[src/sv/ulr_pkg.sv]
package ulr_pkg;

  localparam int unsigned BufferDepth = 128;
  localparam int unsigned SlotW       = $clog2(BufferDepth);
  localparam int unsigned CountW      = $clog2(BufferDepth + 1);
  localparam int unsigned PeriodW     = 16;
  localparam int unsigned CountdownW  = PeriodW + 1;
  localparam int unsigned BitsLeftW   = 4;
  localparam int unsigned DataW       = 8;

  localparam logic [PeriodW-1:0]   BitPeriodReset = PeriodW'(1000000 / 9600);
  localparam logic [DataW-1:0]     NewlineCode    = DataW'(10);
  localparam logic [BitsLeftW-1:0] BitsPerFrame   = BitsLeftW'(DataW);
  localparam logic [CountW-1:0]    CountFull      = CountW'(BufferDepth);
  localparam logic [SlotW-1:0]     SlotLast       = SlotW'(BufferDepth - 1);

  typedef struct packed {
    logic [DataW-1:0]  rx_byte;
    logic [SlotW-1:0]  slot;
    logic              line_end;
    logic [CountW-1:0] line_length;
    logic              overflow;
  } ulr_result_t;

endpackage

[src/sv/ulr_core.sv]
module ulr_core (
  input  logic                          clk_i,
  input  logic                          rst_ni,
  input  logic                          step_i,
  input  logic                          rxd_i,
  input  logic [ulr_pkg::PeriodW-1:0]   bit_period_i,
  output logic                          res_valid_o,
  output ulr_pkg::ulr_result_t          res_o
);
  import ulr_pkg::*;

  logic                  prev_level_q, prev_level_d;
  logic                  receiving_q, receiving_d;
  logic [CountdownW-1:0] countdown_q, countdown_d;
  logic [BitsLeftW-1:0]  bits_left_q, bits_left_d;
  logic [DataW-1:0]      shift_q, shift_d;
  logic [CountW-1:0]     char_count_q, char_count_d;
  logic                  full, is_nl;

  always_comb begin
    prev_level_d = rxd_i;
    receiving_d  = receiving_q;
    countdown_d  = countdown_q;
    bits_left_d  = bits_left_q;
    shift_d      = shift_q;
    char_count_d = char_count_q;
    res_valid_o  = 1'b0;
    full         = (char_count_q >= CountFull);
    is_nl        = 1'b0;
    res_o        = '0;
    if (!receiving_q) begin
      if (prev_level_q && !rxd_i) begin
        receiving_d = 1'b1;
        countdown_d = {1'b0, bit_period_i} + {2'b00, bit_period_i[PeriodW-1:1]};
        bits_left_d = BitsPerFrame;
      end
    end else if (countdown_q > CountdownW'(1)) begin
      countdown_d = countdown_q - CountdownW'(1);
    end else begin
      shift_d     = {rxd_i, shift_q[DataW-1:1]};
      countdown_d = {1'b0, bit_period_i};
      bits_left_d = bits_left_q - BitsLeftW'(1);
      if (bits_left_q == BitsLeftW'(1)) begin
        is_nl             = (shift_d == NewlineCode);
        res_valid_o       = 1'b1;
        res_o.rx_byte     = shift_d;
        res_o.slot        = full ? SlotLast : char_count_q[SlotW-1:0];
        res_o.line_end    = is_nl;
        res_o.line_length = is_nl ? char_count_q : '0;
        res_o.overflow    = full;
        if (is_nl) begin
          char_count_d = '0;
        end else if (!full) begin
          char_count_d = char_count_q + CountW'(1);
        end
        receiving_d = 1'b0;
        bits_left_d = BitsPerFrame;
        countdown_d = '0;
      end
    end
  end

  always_ff @(posedge clk_i or negedge rst_ni) begin
    if (!rst_ni) begin
      prev_level_q <= 1'b1;
      receiving_q  <= 1'b0;
      countdown_q  <= '0;
      bits_left_q  <= BitsPerFrame;
      shift_q      <= '0;
      char_count_q <= '0;
    end else if (step_i) begin
      prev_level_q <= prev_level_d;
      receiving_q  <= receiving_d;
      countdown_q  <= countdown_d;
      bits_left_q  <= bits_left_d;
      shift_q      <= shift_d;
      char_count_q <= char_count_d;
    end
  end

  a_count_bounded: assert property (@(posedge clk_i) disable iff (!rst_ni)
    char_count_q <= CountFull)
    else $error("char count past buffer depth");

  a_bits_nonzero: assert property (@(posedge clk_i) disable iff (!rst_ni)
    bits_left_q != '0 && bits_left_q <= BitsPerFrame)
    else $error("bits_left out of range");

  a_idle_rearmed: assert property (@(posedge clk_i) disable iff (!rst_ni)
    !receiving_q |-> (bits_left_q == BitsPerFrame))
    else $error("idle with partial frame");

  a_result_in_frame: assert property (@(posedge clk_i) disable iff (!rst_ni)
    (step_i && res_valid_o) |-> receiving_q && countdown_q <= CountdownW'(1))
    else $error("result outside sample point");

  a_frame_ends: assert property (@(posedge clk_i) disable iff (!rst_ni)
    (step_i && res_valid_o) |=> !receiving_q)
    else $error("frame not closed after last bit");

endmodule

[src/sv/uart_line_receiver_top.sv]
// UART 8N1 line receiver. One rxd sample is taken per item, one item per
// clock when the output side keeps up; a byte waiting unaccepted on the output
// holds the input. An item passes an input register and the frame logic, and
// a byte item is loaded into the output register when the sample item that
// completes it steps through the frame logic. Sampling is timed in items:
// the first data bit 1.5 bit periods after the start edge, then every
// bit_period items; the stop bit is not checked. Each byte carries its slot
// in the current line (saturating at the last slot with overflow set); a
// newline ends the line and reports its length. Write bit_period only while
// no sample item is in flight; it applies from the next bit-timer reload.
module uart_line_receiver_top (
  input  logic                        clk_i,
  input  logic                        rst_ni,
  input  logic                        cfg_valid_i,
  output logic                        cfg_ready_o,
  input  logic [ulr_pkg::PeriodW-1:0] cfg_bit_period_i,
  input  logic                        in_valid_i,
  output logic                        in_ready_o,
  input  logic                        rxd_i,
  output logic                        out_valid_o,
  input  logic                        out_ready_i,
  output logic [ulr_pkg::DataW-1:0]   rx_byte_o,
  output logic [ulr_pkg::SlotW-1:0]   slot_o,
  output logic                        line_end_o,
  output logic [ulr_pkg::CountW-1:0]  line_length_o,
  output logic                        overflow_o
);
  import ulr_pkg::*;

  logic [PeriodW-1:0] bit_period_q;
  logic               s1_valid_q;
  logic               s1_rxd_q;
  logic               s1_step;
  logic               out_valid_q;
  ulr_result_t        out_q;
  logic               res_valid;
  ulr_result_t        res;

  assign cfg_ready_o = 1'b1;
  assign s1_step     = s1_valid_q && (!out_valid_q || out_ready_i);
  assign in_ready_o  = !s1_valid_q || s1_step;

  always_ff @(posedge clk_i or negedge rst_ni) begin
    if (!rst_ni) begin
      bit_period_q <= BitPeriodReset;
    end else if (cfg_valid_i) begin
      bit_period_q <= cfg_bit_period_i;
    end
  end

  always_ff @(posedge clk_i or negedge rst_ni) begin
    if (!rst_ni) begin
      s1_valid_q <= 1'b0;
    end else if (in_ready_o) begin
      s1_valid_q <= in_valid_i;
    end
  end

  always_ff @(posedge clk_i) begin
    if (in_valid_i && in_ready_o) begin
      s1_rxd_q <= rxd_i;
    end
  end

  ulr_core u_core (
    .clk_i        (clk_i),
    .rst_ni       (rst_ni),
    .step_i       (s1_step),
    .rxd_i        (s1_rxd_q),
    .bit_period_i (bit_period_q),
    .res_valid_o  (res_valid),
    .res_o        (res)
  );

  always_ff @(posedge clk_i or negedge rst_ni) begin
    if (!rst_ni) begin
      out_valid_q <= 1'b0;
    end else if (!out_valid_q || out_ready_i) begin
      out_valid_q <= s1_step && res_valid;
    end
  end

  always_ff @(posedge clk_i) begin
    if (s1_step && res_valid) begin
      out_q <= res;
    end
  end

  assign out_valid_o   = out_valid_q;
  assign rx_byte_o     = out_q.rx_byte;
  assign slot_o        = out_q.slot;
  assign line_end_o    = out_q.line_end;
  assign line_length_o = out_q.line_length;
  assign overflow_o    = out_q.overflow;

endmodule
[config.mk]
export PLATFORM = sky130hd
export DESIGN_NAME = uart_line_receiver_top
export DESIGN_NICKNAME = d
export VERILOG_FILES = /design/src/sv/ulr_pkg.sv /design/src/sv/ulr_core.sv /design/src/sv/uart_line_receiver_top.sv
export SDC_FILE = /design/constraint.sdc
export NUM_CORES = 1
export LEC_CHECK = 0
export BUFFER_PORTS_ARGS = -buffer_cell sky130_fd_sc_hd__buf_2
export CORE_MARGIN = 2
export CORE_UTILIZATION = 30
export DETAILED_ROUTE_END_ITERATION = 12
export PLACE_DENSITY_LB_ADDON = 0.15
export SETUP_SLACK_MARGIN = 0.4
export SYNTH_ARGS = -nofsm -noshare
export SYNTH_HDL_FRONTEND = slang
export SYNTH_SLANG_ARGS = --single-unit
[constraint.sdc]
create_clock -name clk_i -period 3.5 [get_ports clk_i]
set_input_delay 0.35 -clock clk_i [delete_from_list [all_inputs] [get_ports clk_i]]
set_output_delay 0.35 -clock clk_i [all_outputs]
set_load 0.01 [all_outputs]
# [Word level (Yosys, flattened, before mapping)]
# Index checks and enable logic that the tools add are counted.
# W data, S select, Z words.
[word_totals] output_inout_bits=28 inputBits=22 regBits=83 wordCells=63
[op_classes] muxes=18 magnitude_cmp=2 eq_ne=4 n_reduce_logical=16 bitwise=4 addsub=4
[ops] cell="$mux W17" count=3
[ops] cell="$add A16 B15 Y17" count=1
[ops] cell="$gt A17 B1 Y1 const B" count=1
[ops] cell="$sub A17 B1 Y17 const B" count=1
[ops] cell="$mux W16" count=1
[ops] cell="$mux W4" count=4
[ops] cell="$mux W8" count=2
[ops] cell="$add A8 B1 Y8 const B" count=1
[ops] cell="$eq A8 B4 Y1 const B" count=1
[ops] cell="$ge A8 B8 Y1 const B" count=1
[ops] cell="$mux W1" count=7
[ops] cell="$mux W7" count=1
[ops] cell="$reduce_and A3 Y1" count=2
[ops] cell="$reduce_and A5 Y1" count=1
[ops] cell="$eq A4 B1 Y1 const B" count=1
[ops] cell="$logic_and A1 B1 Y1" count=4
[ops] cell="$ne A2 B2 Y1 const B" count=2
[ops] cell="$not A1 Y1" count=4
[ops] cell="$reduce_or A4 Y1" count=1
[ops] cell="$sub A4 B1 Y4 const B" count=1
[ops] cell="$logic_not A1 Y1" count=3
[ops] cell="$reduce_or A3 Y1" count=1
[ops] cell="$logic_or A1 B1 Y1" count=2
[ops] cell="$reduce_and A2 Y1" count=1
[ops] cell="$reduce_bool A2 Y1" count=1

# [Depth between registers and ports, before layout]
[depth] ltp_word=5 mapped_depth=10 ltp_nobuf=8

# [Cells and area by module]
# A second synthesis with hierarchy kept.
[unflattened] hier_cells=475 area_unflattened_um2=4843.4
[by_module_without_submodules] module="ulr_core" n_inst=1 area_each_um2=3301.9 seq_area_each_um2=953.4 cells_per_inst=403
[by_module_without_submodules] module="uart_line_receiver_top" n_inst=1 area_each_um2=1541.5 seq_area_each_um2=1234.9 cells_per_inst=72

# [Least setup slack after synthesis]
# No wires, ideal clock.
[synth_path] path_type="register -> register" from="reg u_core.countdown_q[9]" to="reg out_q, in the netlist line_end_o, enable pin" t_arrival_ns=2.483 path_stages_with_launch=6 n_path_buf=0 setup_slack_ns=0.609 setup_time_ns=0.408 period_less_slack_ns=2.891 required_time_ns=3.092 path_cell_list="dfrtp_1 > nor4_4 > nand4b_2 > nor2_4 > nand2_2 > nor2_1"
[synth_via] elab_chain_len=4
[synth_lines] element="start: declaration" line="ulr_core.sv:14" rtl="logic [CountdownW-1:0] countdown_q, countdown_d;"
[synth_lines] element="start signal: assignment" line="ulr_core.sv:74" rtl="countdown_q <= countdown_d;"
[synth_lines] element="$gt A17 B1 Y1" line="ulr_core.sv:37" rtl="end else if (countdown_q > CountdownW'(1)) begin"
[synth_lines] element="$mux W1" line="ulr_core.sv:37"
[synth_lines] element="$mux W1" line="ulr_core.sv:31" rtl="if (!receiving_q) begin"
[synth_lines] element="$logic_and A1 B1 Y1" line="uart_line_receiver_top.sv:84" rtl="if (s1_step && res_valid) begin"
[synth_lines] element="end signal: assignment" line="uart_line_receiver_top.sv:85" rtl="out_q <= res;"
[synth_lines] element="end: declaration" line="uart_line_receiver_top.sv:35" rtl="ulr_result_t out_q;"
# Every way passes these cells.
# A chain may end at the register's enable or synchronous reset.

# [Worst setup path after layout]
[layout_path] from="reg bit_period_q[1]" to="reg u_core.countdown_q[8]"
[layout_via] elab_chain_len=3
[layout_lines] element="start: declaration" line="uart_line_receiver_top.sv:30" rtl="logic [PeriodW-1:0] bit_period_q;"
[layout_lines] element="start signal: assignment" line="uart_line_receiver_top.sv:45" rtl="bit_period_q <= BitPeriodReset;"
[layout_lines] element="start signal: assignment" line="uart_line_receiver_top.sv:47" rtl="bit_period_q <= cfg_bit_period_i;"
[layout_lines] element="$add A16 B15 Y17" line="ulr_core.sv:34" rtl="countdown_d = {1'b0, bit_period_i} + {2'b00, bit_period_i[PeriodW-1:1]};"
[layout_lines] element="$mux W17" line="ulr_core.sv:32" rtl="if (prev_level_q && !rxd_i) begin"
[layout_lines] element="$mux W17" line="ulr_core.sv:31"
# Every way passes these cells. The select of a mux whose other input is x is not followed.

==> reports/qor.csv <==
metric,value,unit
n_antenna_cell,0,
r2r_cells,8,
worstSetupPathDepth,8,
cap_violations,0,
synth_edf_count,26,
drc,0,
ff_latch_area,2188,um^2
synth.net_count,532,
r2r-start,bit_period_q[1],
firstDrtPassIters,4,
syn_inst,486,
setup_violations,0,
start_util,30.60,%
hpwl,8323,um
slew_viol_final,0,
slowest_delay,0.44,ns
ant_nets,0,
pin_count,50,
ys_ff_latch,82,
row_count,46,
die_y,131.3,um
netlist_area,4861,um^2
cp_top_family,compound AO/OA/AOI/OAI gates,
crit_path_end_kind,register,
power_density,533.7,nW/um^2
grt_pass1_vias,3861,
hold_violations,0,
critPathRequiredTime,3.75,ns
routedWlPerCell,15.38,um
post_synth_fa_ha_maj_area_fraction,6.332,%
drive_gt1_share,20.85,%
muxShareOfSynthArea,4.324,%
final_cell_area,5612,um^2
dr_total_vias,3770,
worstSetupPathType,register to register,
cts_buffers,9,
clockBufferDepth,2,
dr.first_iter.drc_count,279,
arrival,2.93,ns
ys.warnings.count,0,
synth_compound_area_share,14.75,%
overflow,0,
cellLeakagePower,2.446,nW
crit_chain,ha_1 -> fa_1 -> a211oi_1 -> o21bai_1 -> a2111oi_0 -> nor3_1 -> xor2_1 -> a221o_1,
path_buf_inv,0,
period_needed,2.683,ns
dieArea,17240,um^2
timing_worst_slew_pin_value,0.7047,ns
grt_pass1_wl,19870,um
tns,0,ns
synth_top_family_by_area,simple AND/OR/NAND/NOR gates,
viasPerCell,4.974,
insertion_delay,0.36,ns
peakVddDrop,236.0,uV
async_flop_share,68.29,%
cts_setup_buffers,0,
syn_area_per_cell,10.00,um^2
antenna_found_initial,0,
cp_slowest_cell,dfrtp_1,
start_kind,register,
syn_to_final_growth,15.44,%
path_max_fanout,5,
r2r_slack,0.82,ns
cts.htree.levels,3,
cts_tree,yes,
synth_simple_gate_area_share,22.32,%
hp-class,primary input to async pin,
synth.distinct_cells,70,
synth_ff_type,dfrtp_1,
synth_xor_xnor_area_share,3.784,%
max_freq,372.8,MHz
finalClockSkew,0.01571,ns
core,15890,um^2
grt_util_all_layers,14.43,%
outcome,finished clean,
multi_input_area,2510,um^2
clock-sinks,82,
routed_wl,11660,um
r2r-end,u_core.countdown_q[8],
place.gp.congestion,0.8068,
fillers,1690,
seq_area_frac_synth,45.02,%
relSlewSlack,53.02,%
cts_hold_buf,0,
rsz0062_at_grt,no,
dieWidth,131.3,um
post_dp_cell_area,5340,um^2
cts_resized,0,
cts_root_buffer,clkbuf_16,
fin_crit_sh,76.65,%
port_buffers,48,
nNetsFinal,583,
path_clk_slew,0.06,ns
grt_max_degree,30,
## per-stage QoR
step	power, mW	setup slack, ns	hold WS [ns]	utilization [%]	instances
finish	2.995	0.8173	0.03667	35.33	758
global route	3.208	0.6396	0.08365	35.33	758
global placement	2.119	0.8206	0.4427	33.62	742
floorplan	1.916	0.6091	0.05441	-	486
detailed placement	2.124	0.8125	0.4427	33.62	742
CTS	3.035	0.7948	0.06052	35.33	758
## how the worst max path moves through the flow
stage / endpoint / from / slack [ns]
after floorplan: line_end_o / u_core.countdown_q[9] / 0.61
after global placement: u_core.countdown_q[8] / bit_period_q[1] / 0.82
after detailed placement: u_core.countdown_q[8] / bit_period_q[1] / 0.81
after CTS: u_core.countdown_q[8] / bit_period_q[1] / 0.79
after global routing: u_core.countdown_q[8] / bit_period_q[1] / 0.64
final: u_core.countdown_q[8] / bit_period_q[1] / 0.82
## routing by layer
layer	share of wire [%]	track usage [%]	vias to the layer above	wire, um
met2	47	23.71	68	5440
li1	-	-	1888	-
met4	1.4	4.348	0	163
met3	3.8	4.205	12	444
met1	48	18.42	1802	5608
met5	0	0	-	0
## flip-flops by register name, summed over array words and instances, names as in the netlist
signal and count:
u_core.countdown_q 17, bit_period_q 16, line_length_o 8, rx_byte_o 8
u_core.char_count_q 8, slot_o 7, u_core.shift_q 7, u_core.bits_left_q 4
line_end_o 1, out_valid_o 1, overflow_o 1, s1_rxd_q 1
s1_valid_q 1, u_core.prev_level_q 1, u_core.receiving_q 1
## cell usage after synthesis, drive strengths merged, types with 2 or more instances
library cell / instances / area share [%]
mux2: 16 / 3.7
nor4: 3 / 1.0
a21oi: 17 / 1.8
xor2: 13 / 2.3
mux2i: 3 / 0.62
buf: 10 / 1.7
nor2: 48 / 4.0
o31ai: 5 / 0.77
dfrtp: 51 / 26
or3: 3 / 0.39
dfstp: 5 / 2.7
inv: 13 / 1.0
o21bai: 5 / 0.77
nor3: 21 / 3.1
a221o: 4 / 0.82
nand3b: 2 / 0.31
o211ai: 5 / 0.77
a21o: 7 / 1.1
and2: 9 / 1.2
o21ai: 27 / 2.8
nor2b: 3 / 0.39
nand3: 22 / 2.6
a22oi: 3 / 0.46
and3: 13 / 1.7
a32oi: 3 / 0.54
a311oi: 2 / 0.36
xnor2: 8 / 1.4
nand2b: 4 / 0.51
edfxtp: 26 / 16
a31oi: 7 / 0.90
a211oi: 8 / 1.2
nand4b: 3 / 0.67
nand4: 7 / 0.90
ha: 23 / 5.9
a221oi: 2 / 0.36
clkbuf: 9 / 0.69
nand2: 56 / 4.5
## cell families (layout without fill, tap and decap cells)
kind of cell,count (synthesis),after routing
simple gates,200,200
compound gates,107,107
flops,82,82
buf+inv,32,88
fa+ha+maj,24,24
xor+xnor,21,21
mux,19,19
other cells,1,1
## layout by cell type (no fill, tap or decap), drive strengths merged, types with 4 or more instances in the layout
cell,netlist,routed
a211oi,8,8
a21o,7,7
a21oi,17,17
a221o,4,4
a31oi,7,7
and2,9,9
and3,13,13
buf,10,59
clkbuf,9,10
dfrtp,51,51
dfstp,5,5
edfxtp,26,26
ha,23,23
inv,13,14
mux2,16,16
nand2,56,56
nand2b,4,4
nand3,22,22
nand4,7,7
nor2,48,48
nor3,21,21
o211ai,5,5
o21ai,27,27
o21bai,5,5
o31ai,5,5
xnor2,8,8
xor2,13,13
## cell type report
type | count | share of cell area, %
inverters | 13 | 0.8696
well taps | 216 | 4.816
clock inverters | 6 | 0.7581
multi-input cells | 372 | 44.73
clock buffers | 10 | 4.080
flip-flops and latches | 82 | 39.00
repair buffers | 59 | 5.753
## report_power, final
group	internal [mW]	leakage [nW]	switching, mW	total, mW
combinational	0.374	1.33	0.446	0.820
sequential	1.11	0.992	0.179	1.29
clock	0.481	0.129	0.406	0.887
total	1.96	2.45	1.03	2.99
Power figures use the tool's default switching activity.
